===== config.mk =====
export PLATFORM = sky130hd
export DESIGN_NAME = batch_job_scheduler
export DESIGN_NICKNAME = d
export VERILOG_FILES = /design/src/rtl/bjs_pkg.sv /design/src/rtl/bjs_ram.sv /design/src/rtl/bjs_ctrl.sv /design/src/rtl/bjs_datapath.sv /design/src/rtl/batch_job_scheduler.sv
export VERILOG_INCLUDE_DIRS = /design/src /design/src/rtl
export SDC_FILE = /design/constraint.sdc
export NUM_CORES = 2
export LEC_CHECK = 0
export ABC_AREA = 1
export BUFFER_PORTS_ARGS = -buffer_cell sky130_fd_sc_hd__buf_2
export CELL_PAD_IN_SITES_DETAIL_PLACEMENT = 1
export CELL_PAD_IN_SITES_GLOBAL_PLACEMENT = 2
export CORE_MARGIN = 3
export CORE_UTILIZATION = 48
export DETAILED_ROUTE_END_ITERATION = 6
export PLACE_DENSITY_LB_ADDON = 0.1
export SLEW_MARGIN = 15
export SYNTH_ARGS = -nofsm -noshare
export SYNTH_HDL_FRONTEND = slang
export SYNTH_SLANG_ARGS = --single-unit
export TNS_END_PERCENT = 10

===== constraint.sdc =====
create_clock -name i_clk -period 16.7 [get_ports i_clk]
set_input_delay 3.34 -clock i_clk [delete_from_list [all_inputs] [get_ports i_clk]]
set_output_delay 3.34 -clock i_clk [all_outputs]
set_load 0.005 [all_outputs]

===== src/rtl/batch_job_scheduler_defines.svh =====
// Assertion helpers for the batch scheduler
`ifndef BATCH_JOB_SCHEDULER_DEFINES_SVH
`define BATCH_JOB_SCHEDULER_DEFINES_SVH

// checked only while out of reset
`define BJS_ASSERT(label, prop, msg) \
    label: assert property (@(posedge i_clk) disable iff (!i_rst_n) prop) else $error(msg);

// checked on every edge, reset included
`define BJS_ASSERT_ANY(label, prop, msg) \
    label: assert property (@(posedge i_clk) prop) else $error(msg);

`endif


===== src/rtl/bjs_pkg.sv =====
`default_nettype none
package bjs_pkg;
    localparam int MAX_JOBS_DEF  = 16;
    localparam int TIME_BITS_DEF = 16;
    localparam int IN_W   = 16;
    localparam int OUT_W  = 23;
    localparam int IDX_W  = 6;
    localparam int MODE_W = 2;

    localparam logic [MODE_W-1:0] POLICY_FIFO = 2'd0;
    localparam logic [MODE_W-1:0] POLICY_SJF  = 2'd1;
    localparam logic [MODE_W-1:0] POLICY_SRT  = 2'd2;

    typedef struct packed {
        logic [IN_W-1:0] arrival_time;
        logic [IN_W-1:0] burst_length;
        logic            last_job;
    } t_job;

    typedef struct packed {
        logic [IDX_W-1:0] job_index;
        logic [OUT_W-1:0] start_time;
        logic [OUT_W-1:0] end_time;
        logic [OUT_W-1:0] turnaround;
        logic             last_result;
    } t_result;

    typedef struct packed {
        logic load;      // store the incoming job
        logic restart;   // rewind the scan pointer, drop scan results
        logic step;      // read the next entry
        logic act;       // apply the scan decision, then rewind
        logic out_mode;  // entries read now are reported
        logic clear;     // end of batch
    } t_cmd;

    typedef struct packed {
        logic addr_end;  // pointer reached job count
        logic pend;      // a read is still in flight
        logic any;       // scan found a ready job or a later arrival
    } t_status;
endpackage
`default_nettype wire


===== src/rtl/bjs_ram.sv =====
`default_nettype none
module bjs_ram #(
    parameter  int W  = 16,
    parameter  int D  = 16,
    localparam int AW = (D > 1) ? $clog2(D) : 1
) (
    input  wire logic              i_clk,
    input  wire logic              i_we,
    input  wire logic [AW-1:0]     i_waddr,
    input  wire logic [W-1:0]      i_wdata,
    input  wire logic [AW-1:0]     i_raddr,
    output logic      [W-1:0]      o_rdata
);
    logic [W-1:0] r_mem [D];

    always_ff @(posedge i_clk) begin
        if (i_we) begin
            r_mem[i_waddr] <= i_wdata;
        end
        o_rdata <= r_mem[i_raddr];
    end
endmodule
`default_nettype wire


===== src/rtl/bjs_ctrl.sv =====
`default_nettype none
module bjs_ctrl (
    input  wire logic             i_clk,
    input  wire logic             i_rst_n,
    input  wire logic             i_start,
    input  wire logic             i_last,
    input  wire bjs_pkg::t_status i_status,
    output bjs_pkg::t_cmd         o_cmd,
    output logic                  o_busy
);
    typedef enum logic [2:0] {S_IDLE, S_SCAN, S_DECIDE, S_OUT, S_FLUSH} t_state;

    t_state r_state, n_state;

    always_comb begin
        n_state = r_state;
        o_cmd   = '0;
        case (r_state)
            S_IDLE: begin
                if (i_start) begin
                    o_cmd.load = 1'b1;
                    if (i_last) begin
                        o_cmd.restart = 1'b1;
                        n_state = S_SCAN;
                    end
                end
            end
            S_SCAN: begin
                if (!i_status.addr_end) begin
                    o_cmd.step = 1'b1;
                end else if (!i_status.pend) begin
                    n_state = S_DECIDE;
                end
            end
            S_DECIDE: begin
                if (i_status.any) begin
                    o_cmd.act = 1'b1;
                    n_state = S_SCAN;
                end else begin
                    o_cmd.restart = 1'b1;
                    n_state = S_OUT;
                end
            end
            S_OUT: begin
                o_cmd.out_mode = 1'b1;
                if (!i_status.addr_end) begin
                    o_cmd.step = 1'b1;
                end else if (!i_status.pend) begin
                    n_state = S_FLUSH;
                end
            end
            S_FLUSH: begin
                o_cmd.clear = 1'b1;
                n_state = S_IDLE;
            end
            default: begin
                n_state = S_IDLE;
            end
        endcase
    end

    always_ff @(posedge i_clk) begin
        if (!i_rst_n) begin
            r_state <= S_IDLE;
            o_busy  <= 1'b0;
        end else begin
            r_state <= n_state;
            o_busy  <= (n_state != S_IDLE);
        end
    end
endmodule
`default_nettype wire


===== src/rtl/bjs_datapath.sv =====
`default_nettype none
module bjs_datapath #(
    parameter int MAX_JOBS  = bjs_pkg::MAX_JOBS_DEF,
    parameter int TIME_BITS = bjs_pkg::TIME_BITS_DEF
) (
    input  wire logic                       i_clk,
    input  wire logic                       i_rst_n,
    input  wire logic                       i_cfg_we,
    input  wire logic [bjs_pkg::MODE_W-1:0] i_cfg_wdata,
    input  wire bjs_pkg::t_job              i_job,
    input  wire bjs_pkg::t_cmd              i_cmd,
    output bjs_pkg::t_status                o_status,
    output logic                            o_result_valid,
    output bjs_pkg::t_result                o_result
);
    localparam int IW = (MAX_JOBS > 1) ? $clog2(MAX_JOBS) : 1;
    localparam int CW = $clog2(MAX_JOBS + 1);
    localparam int AW = (TIME_BITS < bjs_pkg::IN_W) ? TIME_BITS : bjs_pkg::IN_W;
    localparam int TW = bjs_pkg::OUT_W;

    logic [bjs_pkg::MODE_W-1:0] r_mode;
    logic [CW-1:0]       r_count;
    logic [TW-1:0]       r_time;
    logic [MAX_JOBS-1:0] r_fin;
    logic [MAX_JOBS-1:0] r_started;
    logic [CW-1:0]       r_addr;
    logic                r_pv;
    logic [IW-1:0]       r_pidx;

    // scan results
    logic                r_fr;
    logic [AW-1:0]       r_bk;
    logic [IW-1:0]       r_bi;
    logic [AW-1:0]       r_barr;
    logic [AW-1:0]       r_bburst;
    logic [AW-1:0]       r_brem;
    logic                r_ff;
    logic [AW-1:0]       r_fw;

    logic [AW-1:0] arr_q, bur_q, rem_q;
    logic [TW-1:0] st_q, en_q;

    logic is_sjf, is_srt, is_fifo;
    logic can_load;
    logic [IW-1:0] load_idx;
    logic [TW-1:0] arr_ext, fw_ext;
    logic [AW-1:0] key_q, keyv;
    logic rdy, take, fut;

    logic [TW-1:0] ts, tn, gap;
    logic [AW-1:0] run, remn;
    logic fin_now, fire;
    logic st_we, en_we, rem_we;
    logic [IW-1:0] rem_waddr;
    logic [AW-1:0] rem_wdata;

    assign is_sjf  = (r_mode == bjs_pkg::POLICY_SJF);
    assign is_srt  = (r_mode == bjs_pkg::POLICY_SRT);
    assign is_fifo = !is_sjf && !is_srt;

    assign can_load = i_cmd.load && (r_count < CW'(MAX_JOBS));
    assign load_idx = r_count[IW-1:0];

    // scan evaluation of the entry just read
    assign arr_ext = TW'(arr_q);
    assign key_q   = is_srt ? rem_q : bur_q;
    assign keyv    = is_fifo ? '0 : key_q;
    assign rdy     = !r_fin[r_pidx] && (is_fifo || arr_ext <= r_time);
    assign take    = r_pv && !i_cmd.out_mode && rdy && (!r_fr || keyv < r_bk);
    assign fut     = r_pv && !i_cmd.out_mode && !r_fin[r_pidx] && arr_ext > r_time
                     && (!r_ff || arr_q < r_fw);

    // decision; FIFO waits for its job, SRT stops at the next arrival
    assign fw_ext  = TW'(r_fw);
    assign ts      = (is_fifo && TW'(r_barr) > r_time) ? TW'(r_barr) : r_time;
    assign gap     = fw_ext - r_time;
    assign run     = (r_ff && gap < TW'(r_brem)) ? gap[AW-1:0] : r_brem;
    assign tn      = ts + TW'(is_srt ? run : r_bburst);
    assign remn    = r_brem - run;
    assign fin_now = !is_srt || (remn == '0);
    assign fire    = i_cmd.act && r_fr;

    assign st_we     = fire && (!is_srt || !r_started[r_bi]);
    assign en_we     = fire && fin_now;
    assign rem_we    = can_load || (fire && is_srt);
    assign rem_waddr = can_load ? load_idx : r_bi;
    assign rem_wdata = can_load ? i_job.burst_length[AW-1:0] : remn;

    bjs_ram #(.W(AW), .D(MAX_JOBS)) u_arr (
        .i_clk(i_clk), .i_we(can_load), .i_waddr(load_idx),
        .i_wdata(i_job.arrival_time[AW-1:0]), .i_raddr(r_addr[IW-1:0]), .o_rdata(arr_q)
    );
    bjs_ram #(.W(AW), .D(MAX_JOBS)) u_bur (
        .i_clk(i_clk), .i_we(can_load), .i_waddr(load_idx),
        .i_wdata(i_job.burst_length[AW-1:0]), .i_raddr(r_addr[IW-1:0]), .o_rdata(bur_q)
    );
    bjs_ram #(.W(AW), .D(MAX_JOBS)) u_rem (
        .i_clk(i_clk), .i_we(rem_we), .i_waddr(rem_waddr),
        .i_wdata(rem_wdata), .i_raddr(r_addr[IW-1:0]), .o_rdata(rem_q)
    );
    bjs_ram #(.W(TW), .D(MAX_JOBS)) u_st (
        .i_clk(i_clk), .i_we(st_we), .i_waddr(r_bi),
        .i_wdata(ts), .i_raddr(r_addr[IW-1:0]), .o_rdata(st_q)
    );
    bjs_ram #(.W(TW), .D(MAX_JOBS)) u_en (
        .i_clk(i_clk), .i_we(en_we), .i_waddr(r_bi),
        .i_wdata(tn), .i_raddr(r_addr[IW-1:0]), .o_rdata(en_q)
    );

    assign o_status.addr_end = (r_addr == r_count);
    assign o_status.pend     = r_pv;
    assign o_status.any      = r_fr || r_ff;

    always_ff @(posedge i_clk) begin
        if (!i_rst_n) begin
            r_mode         <= bjs_pkg::POLICY_FIFO;
            r_count        <= '0;
            r_time         <= '0;
            r_fin          <= '0;
            r_started      <= '0;
            r_addr         <= '0;
            r_pv           <= 1'b0;
            r_fr           <= 1'b0;
            r_ff           <= 1'b0;
            o_result_valid <= 1'b0;
        end else begin
            if (i_cfg_we) begin
                r_mode <= i_cfg_wdata;
            end
            if (can_load) begin
                r_count             <= r_count + CW'(1);
                r_fin[load_idx]     <= 1'b0;
                r_started[load_idx] <= 1'b0;
            end
            // step is never raised together with act or restart
            r_pv <= i_cmd.step;
            if (i_cmd.step) begin
                r_addr <= r_addr + CW'(1);
            end
            if (take) begin
                r_fr <= 1'b1;
            end
            if (fut) begin
                r_ff <= 1'b1;
            end
            if (i_cmd.act) begin
                r_time <= r_fr ? tn : fw_ext;
                if (r_fr) begin
                    r_started[r_bi] <= 1'b1;
                    if (fin_now) begin
                        r_fin[r_bi] <= 1'b1;
                    end
                end
            end
            if (i_cmd.act || i_cmd.restart) begin
                r_addr <= '0;
                r_fr   <= 1'b0;
                r_ff   <= 1'b0;
            end
            if (i_cmd.clear) begin
                r_count   <= '0;
                r_time    <= '0;
                r_fin     <= '0;
                r_started <= '0;
            end
            o_result_valid <= r_pv && i_cmd.out_mode;
        end
    end

    always_ff @(posedge i_clk) begin
        if (i_cmd.step) begin
            r_pidx <= r_addr[IW-1:0];
        end
        if (take) begin
            r_bk     <= keyv;
            r_bi     <= r_pidx;
            r_barr   <= arr_q;
            r_bburst <= bur_q;
            r_brem   <= rem_q;
        end
        if (fut) begin
            r_fw <= arr_q;
        end
        if (r_pv && i_cmd.out_mode) begin
            o_result.job_index   <= bjs_pkg::IDX_W'(r_pidx);
            o_result.start_time  <= st_q;
            o_result.end_time    <= en_q;
            o_result.turnaround  <= (en_q > arr_ext) ? en_q - arr_ext : '0;
            o_result.last_result <= (CW'(r_pidx) + CW'(1) == r_count);
        end
    end
endmodule
`default_nettype wire


===== src/rtl/batch_job_scheduler.sv =====
// channel   | ports                                  | handshake
// ----------+----------------------------------------+-------------------------------
// job in    | start, i_job                           | taken when start && !busy
// result    | o_result_valid, o_result               | one-cycle strobe, no back-pressure
// config    | i_cfg_we, i_cfg_wdata                  | written when i_cfg_we
//
// Jobs are loaded one per cycle while idle. After the last job each scheduling
// event is one scan of the N stored jobs through the job RAMs. FIFO needs N
// events plus a final empty scan; SJF and SRT at most 2N + 1, one per completion
// and one per distinct arrival that ends an idle gap or a preemption. Results then
// follow at one per cycle, and busy drops after the flush state that follows them.
// Reset is synchronous; results cannot be stalled.
`default_nettype none
`include "batch_job_scheduler_defines.svh"
module batch_job_scheduler #(
    parameter int MAX_JOBS  = bjs_pkg::MAX_JOBS_DEF,
    parameter int TIME_BITS = bjs_pkg::TIME_BITS_DEF
) (
    input  wire logic                       i_clk,
    input  wire logic                       i_rst_n,
    input  wire logic                       start,
    input  wire bjs_pkg::t_job              i_job,
    output logic                            busy,
    input  wire logic                       i_cfg_we,
    input  wire logic [bjs_pkg::MODE_W-1:0] i_cfg_wdata,
    output logic                            o_result_valid,
    output bjs_pkg::t_result                o_result
);
    bjs_pkg::t_cmd    cmd;
    bjs_pkg::t_status status;

    bjs_ctrl u_ctrl (
        .i_clk(i_clk), .i_rst_n(i_rst_n), .i_start(start), .i_last(i_job.last_job),
        .i_status(status), .o_cmd(cmd), .o_busy(busy)
    );

    bjs_datapath #(.MAX_JOBS(MAX_JOBS), .TIME_BITS(TIME_BITS)) u_dp (
        .i_clk(i_clk), .i_rst_n(i_rst_n), .i_cfg_we(i_cfg_we), .i_cfg_wdata(i_cfg_wdata),
        .i_job(i_job), .i_cmd(cmd), .o_status(status),
        .o_result_valid(o_result_valid), .o_result(o_result)
    );

    `BJS_ASSERT(a_res_busy, o_result_valid |-> busy, "result outside a batch")
    `BJS_ASSERT(a_last_busy, (start && !busy && i_job.last_job) |=> busy, "batch not started")
    `BJS_ASSERT_ANY(a_rst_idle, !i_rst_n |=> (!busy && !o_result_valid), "not idle after reset")
endmodule
`default_nettype wire

Word-level counts from Yosys, hierarchy flattened. Memory sizes are Yosys's and may differ from the RTL's. A register that Yosys moved wholly into a read port is not among the register bits. Cells that the tools add are included.

$lt $le $gt $ge: 13. Bitwise operators: 6. Reductions and logical operators: 39. Add/subtract/negate cells: 7. Multiplexer cells: 52. Equality and inequality tests: 8.

Operators by type and width (count): $mux W16 (14); $gt A16 B23 Y1 (2); $mux W23 (2); $and A16 B16 Y16 (2); $lt A16 B16 Y1 (2); $or A16 B16 Y16 (2); $add A23 B23 Y23 (1); $gt A23 B16 Y1 (1); $le A16 B23 Y1 (1); $lt A23 B16 Y1 (1); $sub A16 B23 Y23 (1); $sub A23 B16 Y23 (1); $mux W1 (21); $logic_and A1 B1 Y1 (18); $mux W3 (6); $logic_not A16 Y1 (1); $not A16 Y16 (1); $sub A16 B16 Y16 (1); $lt A4 B5 Y1 const B (3); $pmux W3 S4 (1); $add A5 B1 Y5 const B (2); $eq A5 B5 Y1 (2); $bmux W1 S4 (2); $demux W1 S4 (2); 17 further kinds (35).

Memories kept: 5. Word-level logic and storage cells: 154. Output and inout port bits: 78. Flip-flop bits (word level): 237. RAM bits: 1504. Bits of input ports: 39.

Memories: u_dp.u_en.r_mem (words 16, width 23, read ports 1, clocked after memory_dff 1, write ports 1, line bjs_ram.sv:14) `logic [W-1:0] r_mem [D];`; u_dp.u_st.r_mem (words 16, width 23, read ports 1, clocked after memory_dff 1, write ports 1, line bjs_ram.sv:14); u_dp.u_arr.r_mem (words 16, width 16, read ports 1, clocked after memory_dff 1, write ports 1, line bjs_ram.sv:14); u_dp.u_bur.r_mem (words 16, width 16, read ports 1, clocked after memory_dff 1, write ports 1, line bjs_ram.sv:14); u_dp.u_rem.r_mem (words 16, width 16, read ports 1, clocked after memory_dff 1, write ports 1, line bjs_ram.sv:14).

Longest topological paths before layout.
Depth in word-level cells: 12. Gate-level depth with buffers: 41. Gate-level depth less buffers: 40.

Hierarchy. Synthesis repeated with hierarchy kept, for this count alone.

Cells, all modules: 8148. Area total of the unflattened synthesis: 82414.0 um2.

Modules (own cells, without submodules): bjs_ram (u_dp.u_en ...) (area an instance 16354.4 um2, instances 2, cells each 1531); bjs_ram (u_dp.u_bur ...) (area an instance 11380.9 um2, instances 2, cells each 1074); bjs_datapath (area an instance 15299.7 um2, instances 1, cells each 1824); bjs_ram (u_dp.u_arr) (area an instance 11388.4 um2, instances 1, cells each 1074); bjs_ctrl (area an instance 255.2 um2, instances 1, cells each 40).

Least setup slack after synthesis. No wires, ideal clock.

Path type: flip-flop to flip-flop. Start point: register u_dp.r_mode[0] in the netlist's numbering. End point: register u_dp.r_barr[0], enable pin. Path buffers: 2. Setup slack: 10.652 ns. Arrival time: 5.531 ns. Stages on the path, launching flop included: 15. Period minus slack after synthesis: 6.048 ns. Setup time: 0.517 ns. Path through: dfxtp_1 > inv_1 > ha_1 > clkbuf_1 > clkbuf_1 > nand2_1 > a21oi_1 > ha_1 > a21oi_1 > nand2_1 > a21oi_1 > o21ai_0 > a41oi_1 > o21ai_0 > a21oi_1.

Word-level cells in the longest chain between the ends: 7.

Ends and longest elaborated chain: start, declared (line bjs_datapath.sv:21) `logic [bjs_pkg::MODE_W-1:0] r_mode;`; start signal, assigned (line bjs_datapath.sv:116) `r_mode <= bjs_pkg::POLICY_FIFO;`; start signal, assigned (line bjs_datapath.sv:128) `r_mode <= i_cfg_wdata;`; $eq A2 B1 Y1 or $eq A2 B2 Y1 (tied branches) (line bjs_datapath.sv:57, bjs_datapath.sv:58); $logic_not A1 Y1 (line bjs_datapath.sv:59) `assign is_fifo = !is_sjf && !is_srt;`; $logic_and A1 B1 Y1 (line bjs_datapath.sv:59); $mux W16 * (line bjs_datapath.sv:67) `assign keyv = is_fifo ? '0 : key_q;`; net u_dp.keyv[3] (line bjs_datapath.sv:47) `logic [AW-1:0] key_q, keyv;`; $lt A16 B16 Y1 * (line bjs_datapath.sv:69) `assign take = r_pv && !i_cmd.out_mode && rdy && (!r_fr || keyv < r_bk);`; $logic_or A1 B1 Y1 * (line bjs_datapath.sv:69); $logic_and A1 B1 Y1 * (line bjs_datapath.sv:69); net u_dp.take (line bjs_datapath.sv:48) `logic rdy, take, fut;`; end signal, assigned (line bjs_datapath.sv:177) `r_barr <= arr_q;`; end, declared (line bjs_datapath.sv:34) `logic [AW-1:0] r_barr;`.

Mark *: on every way through the listed nets, which the timed path passes. The rest lies on a longest branch. A chain may end at the register's enable or synchronous reset.

Worst setup path after layout.
Start point: register u_dp.r_fw[0]. End point: memory u_dp.u_en.r_mem[1][10] in the netlist's numbering, enable pin.

Word-level cells in the longest chain between the ends: 10.

Ends and longest elaborated chain: start, declared (line bjs_datapath.sv:38) `logic [AW-1:0] r_fw;`; start signal, assigned (line bjs_datapath.sv:182) `r_fw <= arr_q;`; $sub A16 B23 Y23 * (line bjs_datapath.sv:76) `assign gap = fw_ext - r_time;`; $lt A23 B16 Y1 (line bjs_datapath.sv:77) `assign run = (r_ff && gap < TW'(r_brem)) ? gap[AW-1:0] : r_brem;`; $logic_and A1 B1 Y1 (line bjs_datapath.sv:77); $mux W16 * (line bjs_datapath.sv:77); $sub A16 B16 Y16 * (line bjs_datapath.sv:79) `assign remn = r_brem - run;`; $logic_not A16 Y1 * (line bjs_datapath.sv:80) `assign fin_now = !is_srt || (remn == '0);`; $logic_or A1 B1 Y1 * (line bjs_datapath.sv:80); $logic_and A1 B1 Y1 * (line bjs_datapath.sv:84) `assign en_we = fire && fin_now;`; $mux W1 * (line bjs_ram.sv:17) `if (i_we) begin`; $mux W1 (not written as such) * (line bjs_ram.sv:18) `r_mem[i_waddr] <= i_wdata;`; end, declared (line bjs_ram.sv:14).

Mark *: on every way between the ends. The rest lies on a longest branch, timed or not.

==> results.md <==
- Outcome: complete, no violations
- Remaining global-route overflow: 0
- Clk buf depth: 3
- Post-route ant nets: 0
- Final Skew: 41.7 ps
- Post-Synth Adder-Cell Area: 0.0257
- Hold Path Depth: 0
- Largest family of logic cells by synthesized area: compound AO/OA/AOI/OAI gates
- Site Rows: roughly 140
- Warnings from Yosys: 0
- Post-cts hold buffer count: 0
- Violation count after the first detailed-route iteration: 4118
- Max IR drop VDD: 0.0990 mV
- Number of flops mapped to enable cells by yosys: 1666
- RR Endpoint: u_dp.u_en.r_mem[1][10]
- Reg power frac: 0.503
- Register area share after synthesis: 0.715
- Hold Fails Final Rpt: 0
- Port Buffers: ~110
- Kind of critical path: flop to flop
- Die width: ~400 um
- Gate power share: 0.102
- Clk root buf: clkbuf_16
- Post-synthesis average cell area: 12.3 sq um
- R2R Setup Slk: slightly above 9000 ps
- Netlist Area Pre-Place: 74700 sq um
- Switching power: 2.69 mW
- Top FF cell, synth: edfxtp_1
- Clk_lat worst skew: 820 ps
- Final net count: 6366
- First-pass GRT wire length: ~340000 um
- Worst-path clk slew: 60 ps
- TNS Setup: 0 ps
- Height of the die: approximately 400 um
- Initial antenna violation count: 31
- Vias: about 50000
- Async S/R FF share, synth: 0
- Yosys reg bits: between 1500 and 2000
- Post-Route WL: 234000 um
- H-tree levels: 4
- Dpl hpwl: 139000 um
- HP Start: u_dp.u_st.o_rdata[11]
- Vias in the first global route: 50300
- Post-Synth XOR/XNOR Area: 0.00797
- HP Class: flop to flop
- Clock Power Share: 0.394
- CP most frequent cell: nand2_1
- Rel. slew slack: 0.197
- R2R Path Start: u_dp.r_fw[0]
- Max Transition Viols Final: 0
- RSZ-0062 raised after global routing: no
- CTS tree: yes
- Crit end category: flop
- Reg2Reg Depth: 33
- Pwr per Cell Area: ~130 nW/um^2
- CP peak stage delay: 860 ps
- Mux contribution to synthesized area: 0
- # DRC: 0
- Worst Setup Start Kind: flop
- Die ar.: 160000 sq um
- Cts bufs inserted: approximately 190
- Tot Pwr: approximately 11 mW
- Largest net degree at the start of global routing: 216
- Starting Density: 0.484
- Switching Share: 0.253
- Final critical-path required period: between 7000 and 8000 ps
- Min-Delay Endpoint: u_dp.o_result[58]
- CP Data Required Time: 16910 ps
- Post-Place Worst Slack: approximately 9100 ps
- Core Region: 154000 sq um
- Simple-gate share of the synthesized area: 0.0998
- CP max stage cell: clkinv_1
- Final setup viols: 0
- Routed WL per cell: 27.8 um
- Setup bufs post-CTS: 0
- Yosys cell types: 59
- Initial DRT Pass Iterations: 5
- Layout cells sized above 1: 0.103
- Internal power: 7.96 mW
- Compound-Gate Fraction of Synth Area: 0.119
- Area delta synth->final: 12.7%
- Max Clock Freq: 0.131 GHz
- Clk sink count: around 1800
- Boundary pin count: 117
- Worst Path Max Fanout: 26
- Vias/cell: 5.95
- Worst-margin pin slew: 1200 ps
- Gr usage total: 0.287
- Max Cap Viol: 0
- Placer Congestion: 0.913
- P_leak: ~29 nW
- Period Utilization, post-route: 0.458
- Final setup margin: 9050 ps
- WP data arrival: 7850 ps
- # resized after CTS: 0
- Cells after Synth: 6090
## worst max-delay path by stage
stage | depth (start not counted) | end | from
6_report | 33 | u_dp.u_en.r_mem[1][10] | u_dp.r_fw[0]
5_1_grt | 33 | u_dp.u_en.r_mem[1][19] | u_dp.r_fw[0]
4_1_cts | 33 | u_dp.u_en.r_mem[1][19] | u_dp.r_fw[0]
3_5_place_dp | 33 | u_dp.u_en.r_mem[1][0] | u_dp.r_fw[0]
3_3_place_gp | 33 | u_dp.u_en.r_mem[1][5] | u_dp.r_fw[0]
2_1_floorplan | 14 | u_dp.r_barr[0] | u_dp.r_mode[0]
## cell usage in the layout (no fill, tap or decap), types with 57 or more instances in the layout
cell type / n
a21oi_1: 201
buf_2: 114
buf_4: 131
clkbuf_1: 57
clkbuf_16: 191
dfxtp_1: 166
edfxtp_1: 1666
ha_1: 147
inv_1: 273
nand2_1: 590
nand3_1: 218
nor2_1: 898
o21ai_0: 836
o221ai_1: 162
o22ai_1: 221
## layout make-up
type / instances / area [sq um]
Multi-Input combinational cell: 3617 / 19300
Clock buffer: 280 / 5430
Tap cell: 2044 / 2560
Timing Repair Buffer: 250 / 1650
Fill cell: 15400 / 70200
Sequential cell: 1835 / 53400
Antenna cell: 8 / 20.0
Clock inverter: 74 / 773
Inverter: 284 / 1090
## cells by family (layout without fill, tap and decap cells)
group                    count (synthesis)  in the layout
AO/OA/AOI/OAI                         1547           1547
XOR/XNOR                                68             68
adder cells (fa/ha/maj)                151            151
buffers and inverters                  639            888
flip-flops                            1835           1835
other                                    1             10
AND/OR/NAND/NOR                       1849           1849
## flip-flops by register name, summed over array words and instances, names as in the netlist, 5 cells and up
name / flops
u_dp.r_addr: 5
u_dp.r_started: 16
u_dp.r_bburst: 16
u_dp.u_bur.r_mem: 256
u_dp.r_fw: 16
u_dp.u_st.r_mem: 368
u_dp.r_bk: 16
u_dp.u_arr.o_rdata: 16
u_dp.r_time: 23
u_dp.u_st.o_rdata: 23
u_dp.r_brem: 16
u_dp.r_barr: 16
u_dp.u_rem.r_mem: 256
u_dp.u_en.r_mem: 368
u_dp.r_fin: 16
u_dp.u_arr.r_mem: 256
u_dp.u_bur.o_rdata: 16
u_dp.u_en.o_rdata: 23
u_dp.o_result: 74
u_dp.u_rem.o_rdata: 16
u_dp.r_count: 5
## through the flow
step / cells / utilization / hold slack [ps] / area [sq um]
after floorplan: 6091 / - / 386 / 74700
after global placement: 8030 / 0.505 / 387 / 78000
after detailed placement: 8030 / 0.505 / 390 / 78000
after CTS: 8384 / 0.545 / 404 / 84200
after global routing: 8385 / 0.545 / 393 / 84200
final: 8392 / 0.545 / 402 / 84200
## synth_stat cells (all sizes together), types with 2 or more instances
library cell,number,area share
dfxtp,169,0.045
nand3,220,0.015
fa,4,0.0011
nor4,11,0.00092
o21ai,871,0.058
edfxtp,1666,0.67
a31oi,9,0.00075
nand2,606,0.031
buf,31,0.0022
o211ai,33,0.0033
a21o,4,0.00040
or2,10,0.00084
xor2,44,0.0052
a21boi,3,0.00035
inv,282,0.014
o221ai,162,0.019
nand4,24,0.0020
xnor2,24,0.0028
nand3b,3,0.00030
o22ai,221,0.019
o21a,2,0.00020
clkinv,2,0.00010
a211oi,5,0.00050
nor2,958,0.049
a221oi,4,0.00047
and2,4,0.00033
a21oi,214,0.015
clkbuf,324,0.016
ha,147,0.025
nor3b,3,0.00030
nor3,10,0.00067
o2111ai,2,0.00023
a22oi,8,0.00080
## worst max-delay path: cells and delay by family (launching register included)
| family | cells | cell delay (ps) |
|---|---|---|
| xor gates and xnor gates | 2 | 390 |
| AOI/OAI and AO/OA | 6 | 1220 |
| DFF | 1 | 410 |
| and+or+nand+nor | 17 | 2660 |
| buffers and inverters | 4 | 1080 |
| adders and majority gates | 4 | 1230 |
## power by group through the flow
stage	Sequential, mW	Clock (mW)	Combinational, mW
2_1_floorplan	5.36	0	0.652
3_3_place_gp	5.45	0	1.06
3_5_place_dp	5.45	0	1.09
4_1_cts	5.36	4.27	1.09
5_1_grt	5.36	4.46	1.20
6_report	5.36	4.20	1.09
## routing by layer
| metal | vias to the layer above | global-route usage | wire length [um] |
|---|---|---|---|
| met3 | 382 | 0.0404 | 12500 |
| met4 | 6 | 0.0916 | 7710 |
| met2 | 1475 | 0.469 | 111000 |
| met1 | 25700 | 0.399 | 103000 |
| met5 | - | 0 | 35 |
| li1 | 22400 | - | - |
(Power assumes the default switching activity.)
